`src/bsh32_pkg.sv`:
```
// ----------------------------------------------------------------------------
// bsh32_pkg
// Types, constants and state encoding shared by the byte string hash block.
// ----------------------------------------------------------------------------
`default_nettype none

package bsh32_pkg;

  localparam logic [31:0] MixMulA   = 32'h7feb_352d;
  localparam logic [31:0] MixMulB   = 32'h846c_a68b;
  localparam logic [31:0] ZeroSubst = 32'h0080_0800;
  localparam int unsigned ShiftHi   = 16;
  localparam int unsigned ShiftMid  = 15;

  typedef enum logic [2:0] {
    StIdle,
    StMulA,
    StMulB,
    StMixEnd,
    StFinMulA,
    StFinMulB,
    StFinal
  } state_e;

  // Datapath commands, at most one active in a cycle.
  typedef struct packed {
    logic seed;    // take the accepted word into the running hash
    logic mul_a;   // xor-shift 16, multiply by the first constant
    logic mul_b;   // xor-shift 15, multiply by the second constant
    logic mix_end; // xor-shift 16, store the byte result, prepare the finish
    logic fin;     // last xor-shift, add length, load the output register
  } cmd_t;

  typedef struct packed {
    logic out_free; // output register can take a result this cycle
  } status_t;

endpackage

`default_nettype wire

```
`src/bsh32_in_if.sv`:
```
// ----------------------------------------------------------------------------
// bsh32_in_if
// Input channel: one string byte per word with its framing marks.
// ----------------------------------------------------------------------------
`default_nettype none

interface bsh32_in_if;
  logic        valid;
  logic        ready;
  logic [7:0]  data_byte;
  logic [31:0] string_length;
  logic        first_item;
  logic        last_item;
  logic        empty_string;

  modport source (output valid, data_byte, string_length, first_item, last_item,
                  empty_string, input ready);
  modport sink   (input valid, data_byte, string_length, first_item, last_item,
                  empty_string, output ready);
endinterface

`default_nettype wire

```
`src/bsh32_out_if.sv`:
```
// ----------------------------------------------------------------------------
// bsh32_out_if
// Output channel: one finished 32-bit hash per word.
// ----------------------------------------------------------------------------
`default_nettype none

interface bsh32_out_if;
  logic        valid;
  logic        ready;
  logic [31:0] hash_value;

  modport source (output valid, hash_value, input ready);
  modport sink   (input valid, hash_value, output ready);
endinterface

`default_nettype wire

```
`src/bsh32_ctrl.sv`:
```
// ----------------------------------------------------------------------------
// bsh32_ctrl
// Sequencer: steps the shared multiplier through the mix of each byte and
// through the finishing mix after the last byte.
// ----------------------------------------------------------------------------
`default_nettype none

module bsh32_ctrl (
  input  wire                   clk_i,
  input  wire                   rst_ni,
  input  wire                   in_valid_i,
  input  wire                   in_last_i,
  input  wire                   in_empty_i,
  output logic                  in_ready_o,
  input  bsh32_pkg::status_t    status_i,
  output bsh32_pkg::cmd_t       cmd_o
);

  bsh32_pkg::state_e state_q, state_d;
  logic              last_q, last_d;
  logic              accept;

  assign in_ready_o = (state_q == bsh32_pkg::StIdle);
  assign accept     = in_valid_i && in_ready_o;

  always_ff @(posedge clk_i or negedge rst_ni) begin
    if (!rst_ni) begin
      state_q <= bsh32_pkg::StIdle;
      last_q  <= 1'b0;
    end else begin
      state_q <= state_d;
      last_q  <= last_d;
    end
  end

  always_comb begin
    state_d = state_q;
    last_d  = last_q;
    case (state_q)
      bsh32_pkg::StIdle: begin
        if (accept) begin
          last_d  = in_last_i;
          state_d = in_empty_i ? bsh32_pkg::StFinal : bsh32_pkg::StMulA;
        end
      end
      bsh32_pkg::StMulA:     state_d = bsh32_pkg::StMulB;
      bsh32_pkg::StMulB:     state_d = bsh32_pkg::StMixEnd;
      bsh32_pkg::StMixEnd:   state_d = last_q ? bsh32_pkg::StFinMulA : bsh32_pkg::StIdle;
      bsh32_pkg::StFinMulA:  state_d = bsh32_pkg::StFinMulB;
      bsh32_pkg::StFinMulB:  state_d = bsh32_pkg::StFinal;
      bsh32_pkg::StFinal: begin
        if (status_i.out_free) begin
          state_d = bsh32_pkg::StIdle;
        end
      end
      default:               state_d = bsh32_pkg::StIdle;
    endcase
  end

  always_comb begin
    cmd_o = '0;
    case (state_q)
      bsh32_pkg::StIdle:     cmd_o.seed    = accept;
      bsh32_pkg::StMulA:     cmd_o.mul_a   = 1'b1;
      bsh32_pkg::StMulB:     cmd_o.mul_b   = 1'b1;
      bsh32_pkg::StMixEnd:   cmd_o.mix_end = 1'b1;
      bsh32_pkg::StFinMulA:  cmd_o.mul_a   = 1'b1;
      bsh32_pkg::StFinMulB:  cmd_o.mul_b   = 1'b1;
      bsh32_pkg::StFinal:    cmd_o.fin     = status_i.out_free;
      default:               cmd_o = '0;
    endcase
  end

endmodule

`default_nettype wire

```
`src/bsh32_datapath.sv`:
```
// ----------------------------------------------------------------------------
// bsh32_datapath
// Running hash, held length, one shared 32x32 multiplier and the output
// register.
// ----------------------------------------------------------------------------
`default_nettype none

module bsh32_datapath (
  input  wire                   clk_i,
  input  wire                   rst_ni,
  input  bsh32_pkg::cmd_t       cmd_i,
  output bsh32_pkg::status_t    status_o,
  input  wire  [7:0]            data_byte_i,
  input  wire  [31:0]           string_length_i,
  input  wire                   first_item_i,
  input  wire                   empty_string_i,
  output logic                  out_valid_o,
  input  wire                   out_ready_i,
  output logic [31:0]           hash_value_o
);

  logic [31:0] acc_q, acc_d;
  logic [31:0] len_q, len_d;
  logic [31:0] h_q, h_d;
  logic [31:0] hash_q, hash_d;
  logic        out_valid_q, out_valid_d;

  logic [31:0] seed_base;
  logic [31:0] byte_ext;
  logic [31:0] xs_hi;
  logic [31:0] xs_mid;
  logic [31:0] mul_op;
  logic [31:0] mul_k;
  logic [31:0] mul_res;
  logic [31:0] fin_sum;

  assign byte_ext  = {{24{data_byte_i[7]}}, data_byte_i};
  assign seed_base = first_item_i ? string_length_i : acc_q;
  assign xs_hi     = h_q ^ (h_q >> bsh32_pkg::ShiftHi);
  assign xs_mid    = h_q ^ (h_q >> bsh32_pkg::ShiftMid);

  // The multiplier keeps only the low word of the product.
  assign mul_op  = cmd_i.mul_b ? xs_mid : xs_hi;
  assign mul_k   = cmd_i.mul_b ? bsh32_pkg::MixMulB : bsh32_pkg::MixMulA;
  assign mul_res = mul_op * mul_k;
  assign fin_sum = xs_hi + len_q;

  assign status_o.out_free = !out_valid_q || out_ready_i;

  always_comb begin
    acc_d       = acc_q;
    len_d       = len_q;
    h_d         = h_q;
    hash_d      = hash_q;
    out_valid_d = out_valid_q && !out_ready_i;
    if (cmd_i.seed) begin
      if (empty_string_i) begin
        // An empty string finishes a zero state with a zero length.
        acc_d = '0;
        len_d = '0;
        h_d   = '0;
      end else begin
        len_d = first_item_i ? string_length_i : len_q;
        h_d   = seed_base + byte_ext;
      end
    end
    if (cmd_i.mul_a || cmd_i.mul_b) begin
      h_d = mul_res;
    end
    if (cmd_i.mix_end) begin
      acc_d = xs_hi;
      h_d   = xs_hi ^ len_q;
    end
    if (cmd_i.fin) begin
      hash_d      = (fin_sum == '0) ? bsh32_pkg::ZeroSubst : fin_sum;
      out_valid_d = 1'b1;
    end
  end

  always_ff @(posedge clk_i or negedge rst_ni) begin
    if (!rst_ni) begin
      acc_q       <= '0;
      len_q       <= '0;
      out_valid_q <= 1'b0;
    end else begin
      acc_q       <= acc_d;
      len_q       <= len_d;
      out_valid_q <= out_valid_d;
    end
  end

  always_ff @(posedge clk_i) begin
    h_q    <= h_d;
    hash_q <= hash_d;
  end

  assign out_valid_o  = out_valid_q;
  assign hash_value_o = hash_q;

endmodule

`default_nettype wire

```
`src/byte_string_hash32.sv`:
```
// ----------------------------------------------------------------------------
// byte_string_hash32
// Streaming 32-bit hash of byte strings with the lowbias32 mix.
// ----------------------------------------------------------------------------
// Bytes of a string arrive one word at a time; the first word carries the
// string length. Each byte is added in the accept step, multiplied by the
// first and then the second constant on the single shared 32x32 multiplier
// and finished in a last mix step; only then is the next byte taken. The
// last byte adds the finishing mix: both multiplies once more, then a final
// step that adds the length and loads the output register. An empty-string
// word goes straight to that final step. The output register holds a result
// until it is taken while new bytes are accepted; the block waits only when
// a new result is ready and the previous one is still held.
// ----------------------------------------------------------------------------
`default_nettype none

module byte_string_hash32 (
  input  wire         clk_i,
  input  wire         rst_ni,
  bsh32_in_if.sink    in_ch,
  bsh32_out_if.source out_ch
);

  bsh32_pkg::cmd_t    cmd;
  bsh32_pkg::status_t status;

  bsh32_ctrl u_ctrl (
    .clk_i      (clk_i),
    .rst_ni     (rst_ni),
    .in_valid_i (in_ch.valid),
    .in_last_i  (in_ch.last_item),
    .in_empty_i (in_ch.empty_string),
    .in_ready_o (in_ch.ready),
    .status_i   (status),
    .cmd_o      (cmd)
  );

  bsh32_datapath u_datapath (
    .clk_i           (clk_i),
    .rst_ni          (rst_ni),
    .cmd_i           (cmd),
    .status_o        (status),
    .data_byte_i     (in_ch.data_byte),
    .string_length_i (in_ch.string_length),
    .first_item_i    (in_ch.first_item),
    .empty_string_i  (in_ch.empty_string),
    .out_valid_o     (out_ch.valid),
    .out_ready_i     (out_ch.ready),
    .hash_value_o    (out_ch.hash_value)
  );

endmodule

`default_nettype wire

```
`src/flat_wrapper.sv`:
```
// flat-port wrapper written by rule: the top's interface ports become plain ports
module byte_string_hash32_flat 
  (clk_i, rst_ni, in_ch_valid, in_ch_data_byte, in_ch_string_length, in_ch_first_item, in_ch_last_item, in_ch_empty_string, in_ch_ready, out_ch_valid, out_ch_hash_value, out_ch_ready);
  bsh32_in_if in_ch_i ();
  bsh32_out_if out_ch_i ();
  input  wire clk_i;
  input  wire rst_ni;
  input wire logic [$bits(in_ch_i.valid)-1:0] in_ch_valid;
  input wire logic [$bits(in_ch_i.data_byte)-1:0] in_ch_data_byte;
  input wire logic [$bits(in_ch_i.string_length)-1:0] in_ch_string_length;
  input wire logic [$bits(in_ch_i.first_item)-1:0] in_ch_first_item;
  input wire logic [$bits(in_ch_i.last_item)-1:0] in_ch_last_item;
  input wire logic [$bits(in_ch_i.empty_string)-1:0] in_ch_empty_string;
  output wire logic [$bits(in_ch_i.ready)-1:0] in_ch_ready;
  output wire logic [$bits(out_ch_i.valid)-1:0] out_ch_valid;
  output wire logic [$bits(out_ch_i.hash_value)-1:0] out_ch_hash_value;
  input wire logic [$bits(out_ch_i.ready)-1:0] out_ch_ready;
  assign in_ch_i.valid = in_ch_valid;
  assign in_ch_i.data_byte = in_ch_data_byte;
  assign in_ch_i.string_length = in_ch_string_length;
  assign in_ch_i.first_item = in_ch_first_item;
  assign in_ch_i.last_item = in_ch_last_item;
  assign in_ch_i.empty_string = in_ch_empty_string;
  assign in_ch_ready = in_ch_i.ready;
  assign out_ch_valid = out_ch_i.valid;
  assign out_ch_hash_value = out_ch_i.hash_value;
  assign out_ch_i.ready = out_ch_ready;
  byte_string_hash32 u_core (.clk_i(clk_i), .rst_ni(rst_ni), .in_ch(in_ch_i), .out_ch(out_ch_i));
endmodule
```
`config.mk`:
```
export PLATFORM = sky130hd
export DESIGN_NAME = byte_string_hash32_flat
export DESIGN_NICKNAME = d
export VERILOG_FILES = /design/src/bsh32_pkg.sv /design/src/bsh32_in_if.sv /design/src/bsh32_out_if.sv /design/src/bsh32_ctrl.sv /design/src/bsh32_datapath.sv /design/src/byte_string_hash32.sv /design/src/flat_wrapper.sv
export SDC_FILE = /design/constraint.sdc
export NUM_CORES = 1
export LEC_CHECK = 0
export BUFFER_PORTS_ARGS = -buffer_cell sky130_fd_sc_hd__buf_2
export CORE_ASPECT_RATIO = 0.9
export CORE_MARGIN = 2
export CORE_UTILIZATION = 44
export CTS_CLUSTER_DIAMETER = 40
export CTS_CLUSTER_SIZE = 28
export DETAILED_ROUTE_END_ITERATION = 12
export GPL_TIMING_DRIVEN = 1
export PLACE_DENSITY_LB_ADDON = 0.25
export SYNTH_ARGS = -nofsm -noshare
export SYNTH_HDL_FRONTEND = slang
export SYNTH_SLANG_ARGS = --single-unit
```
`constraint.sdc`:
```
create_clock -name clk_i -period 18 [get_ports clk_i]
set_clock_uncertainty 0.2 [all_clocks]
set_input_delay 0.9 -clock clk_i [delete_from_list [all_inputs] [get_ports clk_i]]
set_output_delay 0.9 -clock clk_i [all_outputs]
set_load 0.005 [all_outputs]
```
=== Word-level counts from Yosys, hierarchy flattened ===
Index checks and enable logic that the tools add are counted.

* Word-level logic and storage cells: 62
* ROM bits: 0
* Memories: 0
* Bits of input ports: 47
* Flip-flop bits (word level): 133
* Output and inout bits: 34
* Memory bits (writable): 0
* Bits in latches: 0

* Shifts and indexed selects: 0
* Bitwise operators: 3
* $mul: 1
* Muxes and demuxes: 23
* Add/sub/neg operators: 2
* Divide/modulo/power cells: 0
* Equal/unequal tests: 8
* Order comparisons: 0
* Reduce and logical (&&, ||, !) cells: 18

{| class="wikitable"
|+ Operators by type and width
! operator !! count
|-
| $mux W32 || 12
|-
| $add A32 B32 Y32 || 2
|-
| $logic_not A32 Y1 || 1
|-
| $mul A32 B32 Y32 || 1
|-
| $xor A32 B16 Y32 || 1
|-
| $xor A32 B17 Y32 || 1
|-
| $xor A32 B32 Y32 || 1
|-
| $pmux W3 S7 || 1
|-
| $mux W3 || 4
|-
| $eq A3 B3 Y1 const B || 3
|-
| $reduce_and A2 Y1 || 4
|-
| $eq A3 B2 Y1 const B || 2
|-
| $mux W1 || 6
|-
| $reduce_bool A2 Y1 || 3
|-
| $reduce_or A2 Y1 || 2
|-
| $eq A3 B1 Y1 const B || 1
|-
| $logic_not A3 Y1 || 1
|-
| $reduce_bool A3 Y1 || 1
|-
| $logic_and A1 B1 Y1 || 2
|-
| $logic_not A1 Y1 || 2
|-
| $logic_or A1 B1 Y1 || 2
|-
| $ne A2 B1 Y1 const B || 1
|-
| $ne A2 B2 Y1 const B || 1
|}

=== Depth between registers and ports, before layout ===
* Depth after elaboration: 7
* Depth in mapped cells: 34
* Depth with buffers taken out: 31

=== Hierarchy ===
Synthesis repeated with hierarchy kept, for this count alone.

* Cells, all modules: 2,114
* Area, all modules: 20,544.7 µm²

{| class="wikitable"
|+ By module, submodules not included
! module !! area each (µm²) !! seq. area each (µm²) !! cells each !! instances
|-
| bsh32_datapath || 20,248.2 || 3,548.4 || 2,084 || 1
|-
| bsh32_ctrl || 296.5 || 100.1 || 30 || 1
|}

=== Worst setup path before layout ===
OpenSTA, ideal clock, no wires.

* Path kind: register -> register
* Start point: register u_core.u_ctrl.state_q[0]
* End point: register u_core.u_datapath.h_q[31] (data pin)
* Data required time: 17.620 ns
* Period minus slack after synthesis: 8.778 ns
* Cell stages (with the launch flop): 31
* Setup slack: 9.222 ns
* Path buffers: 4
* Library setup time: 0.180 ns
* Data arrival time: 8.398 ns
* Cells stage by stage: dfrtp_1 > clkbuf_1 > nor2_1 > a21o_1 > clkbuf_1 > clkbuf_1 > clkbuf_1 > nand2_1 > nand2_1 > xor2_1 > nand2_1 > fa_1 > xor2_1 > ha_1 > fa_1 > fa_1 > ha_1 > ha_1 > fa_1 > fa_1 > ha_1 > or3_1 > a2111o_1 > a211o_1 > a31oi_1 > o21ai_0 > nor3_1 > o21ai_0 > a31oi_1 > xnor2_1 > a221oi_1

* Word-level cells in the longest chain between the ends: 7
* Elaborated cells between the ends (all ways): 16
* Those cells by class: mul (1); eq/ne (5); mux (7); reduce/logical (3)

{| class="wikitable"
|+ RTL lines
! element !! line !! source
|-
| start: declaration || bsh32_ctrl.sv:19 || <nowiki>bsh32_pkg::state_e state_q, state_d;</nowiki>
|-
| start signal: assignment || bsh32_ctrl.sv:28 || <nowiki>state_q <= bsh32_pkg::StIdle;</nowiki>
|-
| start signal: assignment || bsh32_ctrl.sv:31 || <nowiki>state_q <= state_d;</nowiki>
|-
| $eq A3 B3 Y1 or $eq A3 B2 Y1 (tied branches) || bsh32_ctrl.sv:62 || <nowiki>case (state_q)</nowiki>
|-
| $reduce_or A2 Y1 (no line) || - ||
|-
| $mux W1 || bsh32_ctrl.sv:62 ||
|-
| $mux W32 (on tied branches) || bsh32_datapath.sv:43, bsh32_datapath.sv:44 ||
|-
| $mul A32 B32 Y32 || bsh32_datapath.sv:45 || <nowiki>assign mul_res = mul_op * mul_k;</nowiki>
|-
| $mux W32 || bsh32_datapath.sv:67 || <nowiki>if (cmd_i.mul_a || cmd_i.mul_b) begin</nowiki>
|-
| $mux W32 (*) || bsh32_datapath.sv:70 || <nowiki>if (cmd_i.mix_end) begin</nowiki>
|-
| net u_core.u_datapath.h_d[31] || bsh32_datapath.sv:24 || <nowiki>logic [31:0] h_q, h_d;</nowiki>
|-
| end signal: assignment || bsh32_datapath.sv:93 || <nowiki>h_q <= h_d;</nowiki>
|-
| end: declaration || bsh32_datapath.sv:24 ||
|}

Mark *: on every way through the listed nets, which the timed path passes. The rest lies on a longest branch.
A chain may end at the register's enable or synchronous reset.

=== Worst setup path after layout ===
* Start point: register u_core.u_ctrl.state_q[2]
* End point: register u_core.u_datapath.h_q[31] (data pin)

The elaborated chain is that of the path after synthesis.

==> results.txt <==
- Run status: finished clean
- Most frequent standard cell in the layout excluding fill and tap cells: sky130_fd_sc_hd__inv_1
- The worst hold path belongs to the class reg -> reg.
- The tool flagged a number of max-cap violations equal to 0.
- Buffers & Inverters on Critical Path: 4
* Die height: 207 um
- Counting along the longest clock path gives a buffer depth of 2.
- Using the TritonRoute via totals, the vias-per-cell ratio works out to 5.59.
- Number of global-route vias before repair: 15,975
- Data on the critical path is required at its endpoint by 18.06 ns.
- Clock latency on the worst-skew pair, taken at its later pin, is 0.45 ns.
* Fin crit share: 0.562
- Post-synth design cell area: slightly above 20,000 um2
- 81 I/O pins were placed.
- Summing all placed instances gives a cell area of 21,500 um2.
- Setup repair after global routing left no endpoint under its margin.
- Clock root cell: sky130_fd_sc_hd__clkbuf_16
- Register bit total from synthesis: 133
* Final critical delay including setup and external delays: 10.11 ns
- In this run, synthesis inferred 64 flip-flops with an integrated enable.
* Crit Path Max Fanout: 54
- Fin. Hold Viols: 0
- TritonCTS built the clock tree.
- Remaining antenna violation count after routing: 0
- Worst r2r src: u_core.u_ctrl.state_q[2]
- After technology mapping, the gate count stands at between 2,000 and 2,500.
- # rows: 74
- Clock buffers created by TritonCTS: 17
* Worst reg2reg endpoint: u_core.u_datapath.h_q[31]
- Peak per-stage delay on the critical path: 0.87 ns
- CP arrival: 10.17 ns
- Overflow left after global routing: 0
* Element type at the critical path start: flop
- Timing startpoint of the critical path: u_core.u_ctrl.state_q[2]
- In this run the tightest slew margin relative to its limit is 0.277.
- Share of post-route cells with drive strength above 1: 0.0837
- Setup violations remaining at the end of the flow were counted as 0.
- The final layout contains about 2,700 nets.
* Routed wire length: 63,600 um
- Antenna violations before repair: 1
- Clock-pin slew on the worst setup and hold paths: 0.07 ns
* Number of sinks driven by the clock tree: 133
- Max Freq: approximately 99 MHz
- For this run, the number of Yosys warnings is 0.
- Beginning of the worst hold path: u_core.u_datapath.acc_q[10]
* Die area: about 48,000 um2
- The slowest stage of the critical path belongs to the cell sky130_fd_sc_hd__xnor2_1.
* Kind of end point of the critical path: flop
* Fill cell count: 4,357
- Each instance of the synthesized netlist takes up on average 9.76 um2.
- Destination of the worst hold path: u_core.u_datapath.acc_q[10]
- Wire length of the first global-routing pass: 97,600 um
* Routability cong.: a little under 1
- After routing, the total negative slack on setup checks comes to 0 ns.
- Number of distinct standard cells referenced by the synthesized netlist: between 70 and 80
- Layout-stage area growth over the synthesis result: 9.31%
* R2R Setup Slk: 7.89 ns
- Commonest cells after routing, fill and taps aside: sky130_fd_sc_hd__inv_1 (409), sky130_fd_sc_hd__fa_1 (293), sky130_fd_sc_hd__ha_1 (219)
- Wirelength per Cell: 22.7 um
* Count of unresolved DRC violations after routing: 0
* Number of slew-limit violations in the final report: 0
- HPWL after DPL: 54,100 um
- The first detailed-routing pass took 5 iterations.
* Setup Crit Path Kind: reg -> reg
- Effective utilization at floorplan: 0.446
* Hold depth: 2
- Number of gates resized after cts: 0
* Iter 0 DRT Violations: roughly 1,400
- The routed layout has between 15,000 and 20,000 vias.
- Ys flop type: sky130_fd_sc_hd__dfrtp_1
- Family with the most delay on the worst path: adder cells
- For this run, the total global-route usage over all layers was measured as 0.273.
- Crit-path most repeated cell: sky130_fd_sc_hd__fa_1
* Sequential area share after synthesis: 0.181
- In this run the tool buffered the top-level ports with 80 buffer cells.
- The worst register-to-register path has a depth of 30.
* Finished layout cell area: about 22,000 um2
* Die Wd: 230 um
* Largest net degree at the start of global routing: 70
* Worst slew pin tran: 1.08 ns
* Number of levels in the clock H-tree: 4
* Placeable core region: 45,400 um2
- Buffer count from post-CTS setup fixing: 0
- Share of synthesized flip-flops with an asynchronous set or reset: 0.519
- Count of hold-fix buffers inserted at cts: 0
cells by family after synthesis:
kind of cell / Yosys count / share of synthesized area
compound gates: 413 / 0.141
xor+xnor: 156 / 0.0690
fa+ha+maj: 512 / 0.426
buf+inv: 463 / 0.0864
flops: 133 / 0.181
mux: 32 / 0.0178
other cells: 2 / 0.000372
simple gates: 359 / 0.0793
registers in the layout, indices dropped and copies added (netlist names):
register                        flops
u_core.u_datapath.out_valid_o       1
u_core.u_datapath.acc_q            32
u_core.u_ctrl.state_q               3
u_core.u_datapath.len_q            32
u_core.u_datapath.hash_value_o     32
u_core.u_ctrl.last_q                1
u_core.u_datapath.h_q              32
worst min-delay path, stage by stage (launching register included):
cell and delay (ns):
sky130_fd_sc_hd__dfrtp_1 0.34, sky130_fd_sc_hd__nand2_1 0.04, sky130_fd_sc_hd__o21ai_0 0.06
Yosys cell counts (15+ instances only):
library cell               number  area share
sky130_fd_sc_hd__a22o_1        21      0.0091
sky130_fd_sc_hd__o21ai_0       78       0.019
sky130_fd_sc_hd__dfrtp_1       69       0.085
sky130_fd_sc_hd__mux2_2        31       0.017
sky130_fd_sc_hd__o21bai_1      20      0.0074
sky130_fd_sc_hd__nand2_1      143       0.027
sky130_fd_sc_hd__nor3_1        21      0.0052
sky130_fd_sc_hd__fa_1         293        0.29
sky130_fd_sc_hd__xnor2_1      103       0.045
sky130_fd_sc_hd__clkbuf_1      48      0.0089
sky130_fd_sc_hd__and2_1        17      0.0053
sky130_fd_sc_hd__edfxtp_1      64       0.095
sky130_fd_sc_hd__xor2_1        51       0.022
sky130_fd_sc_hd__ha_1         219        0.14
sky130_fd_sc_hd__a32o_1        30       0.015
sky130_fd_sc_hd__a221oi_1      20      0.0087
sky130_fd_sc_hd__inv_1        409       0.076
sky130_fd_sc_hd__a211oi_1      19      0.0071
sky130_fd_sc_hd__nand2b_1      15      0.0046
sky130_fd_sc_hd__nor2_1       105       0.019
sky130_fd_sc_hd__a21oi_1       96       0.024
sky130_fd_sc_hd__a31oi_1       16      0.0050
sky130_fd_sc_hd__a21o_1        36       0.013
per-stage QoR:
| stage | instances | hold slack [ns] | setup slack [ns] | utilization |
|---|---|---|---|---|
| finish | 2796 | 0.283 | 7.89 | 0.487 |
| global route | 2794 | 0.315 | 7.24 | 0.487 |
| CTS | 2794 | 0.282 | 7.97 | 0.487 |
| detailed placement | 2762 | 0.265 | 8.06 | 0.474 |
| global placement | 2762 | 0.258 | 8.27 | 0.474 |
| floorplan | 2108 | 0.246 | 9.22 | - |
layer usage:
layer | wire length (um) | global-route usage
met5 | 0 | 0
met4 | 1180 | 0.0549
met3 | 5510 | 0.0643
met2 | 28000 | 0.412
met1 | 28900 | 0.402
area by class of cell:
class                           count  area (um2)  share of cell area
Antenna cell                        2        5.00            0.000227
Clock buffer                       17         425              0.0193
Clock inverter                     15         171             0.00776
Inverter                          409        1540              0.0695
Multi-Input combinational cell   1512       15000               0.679
Sequential cell                   133        3650               0.165
Tap cell                          608         761              0.0344
Timing Repair Buffer              100         553              0.0250
how the worst max path moves through the flow:
stage                                      endpoint  slack (ns)  cells after the start
final                     u_core.u_datapath.h_q[31]        7.89                     30
after global routing      u_core.u_datapath.h_q[31]        7.24                     29
after CTS                 u_core.u_datapath.h_q[31]        7.97                     30
after detailed placement  u_core.u_datapath.h_q[31]        8.06                     30
after global placement    u_core.u_datapath.h_q[31]        8.27                     31
after floorplan           u_core.u_datapath.h_q[31]        9.22                     30
Power is left out: the tool's default activity adds up to more than one toggle a clock period on the data nets, which glitch-free logic cannot reach.
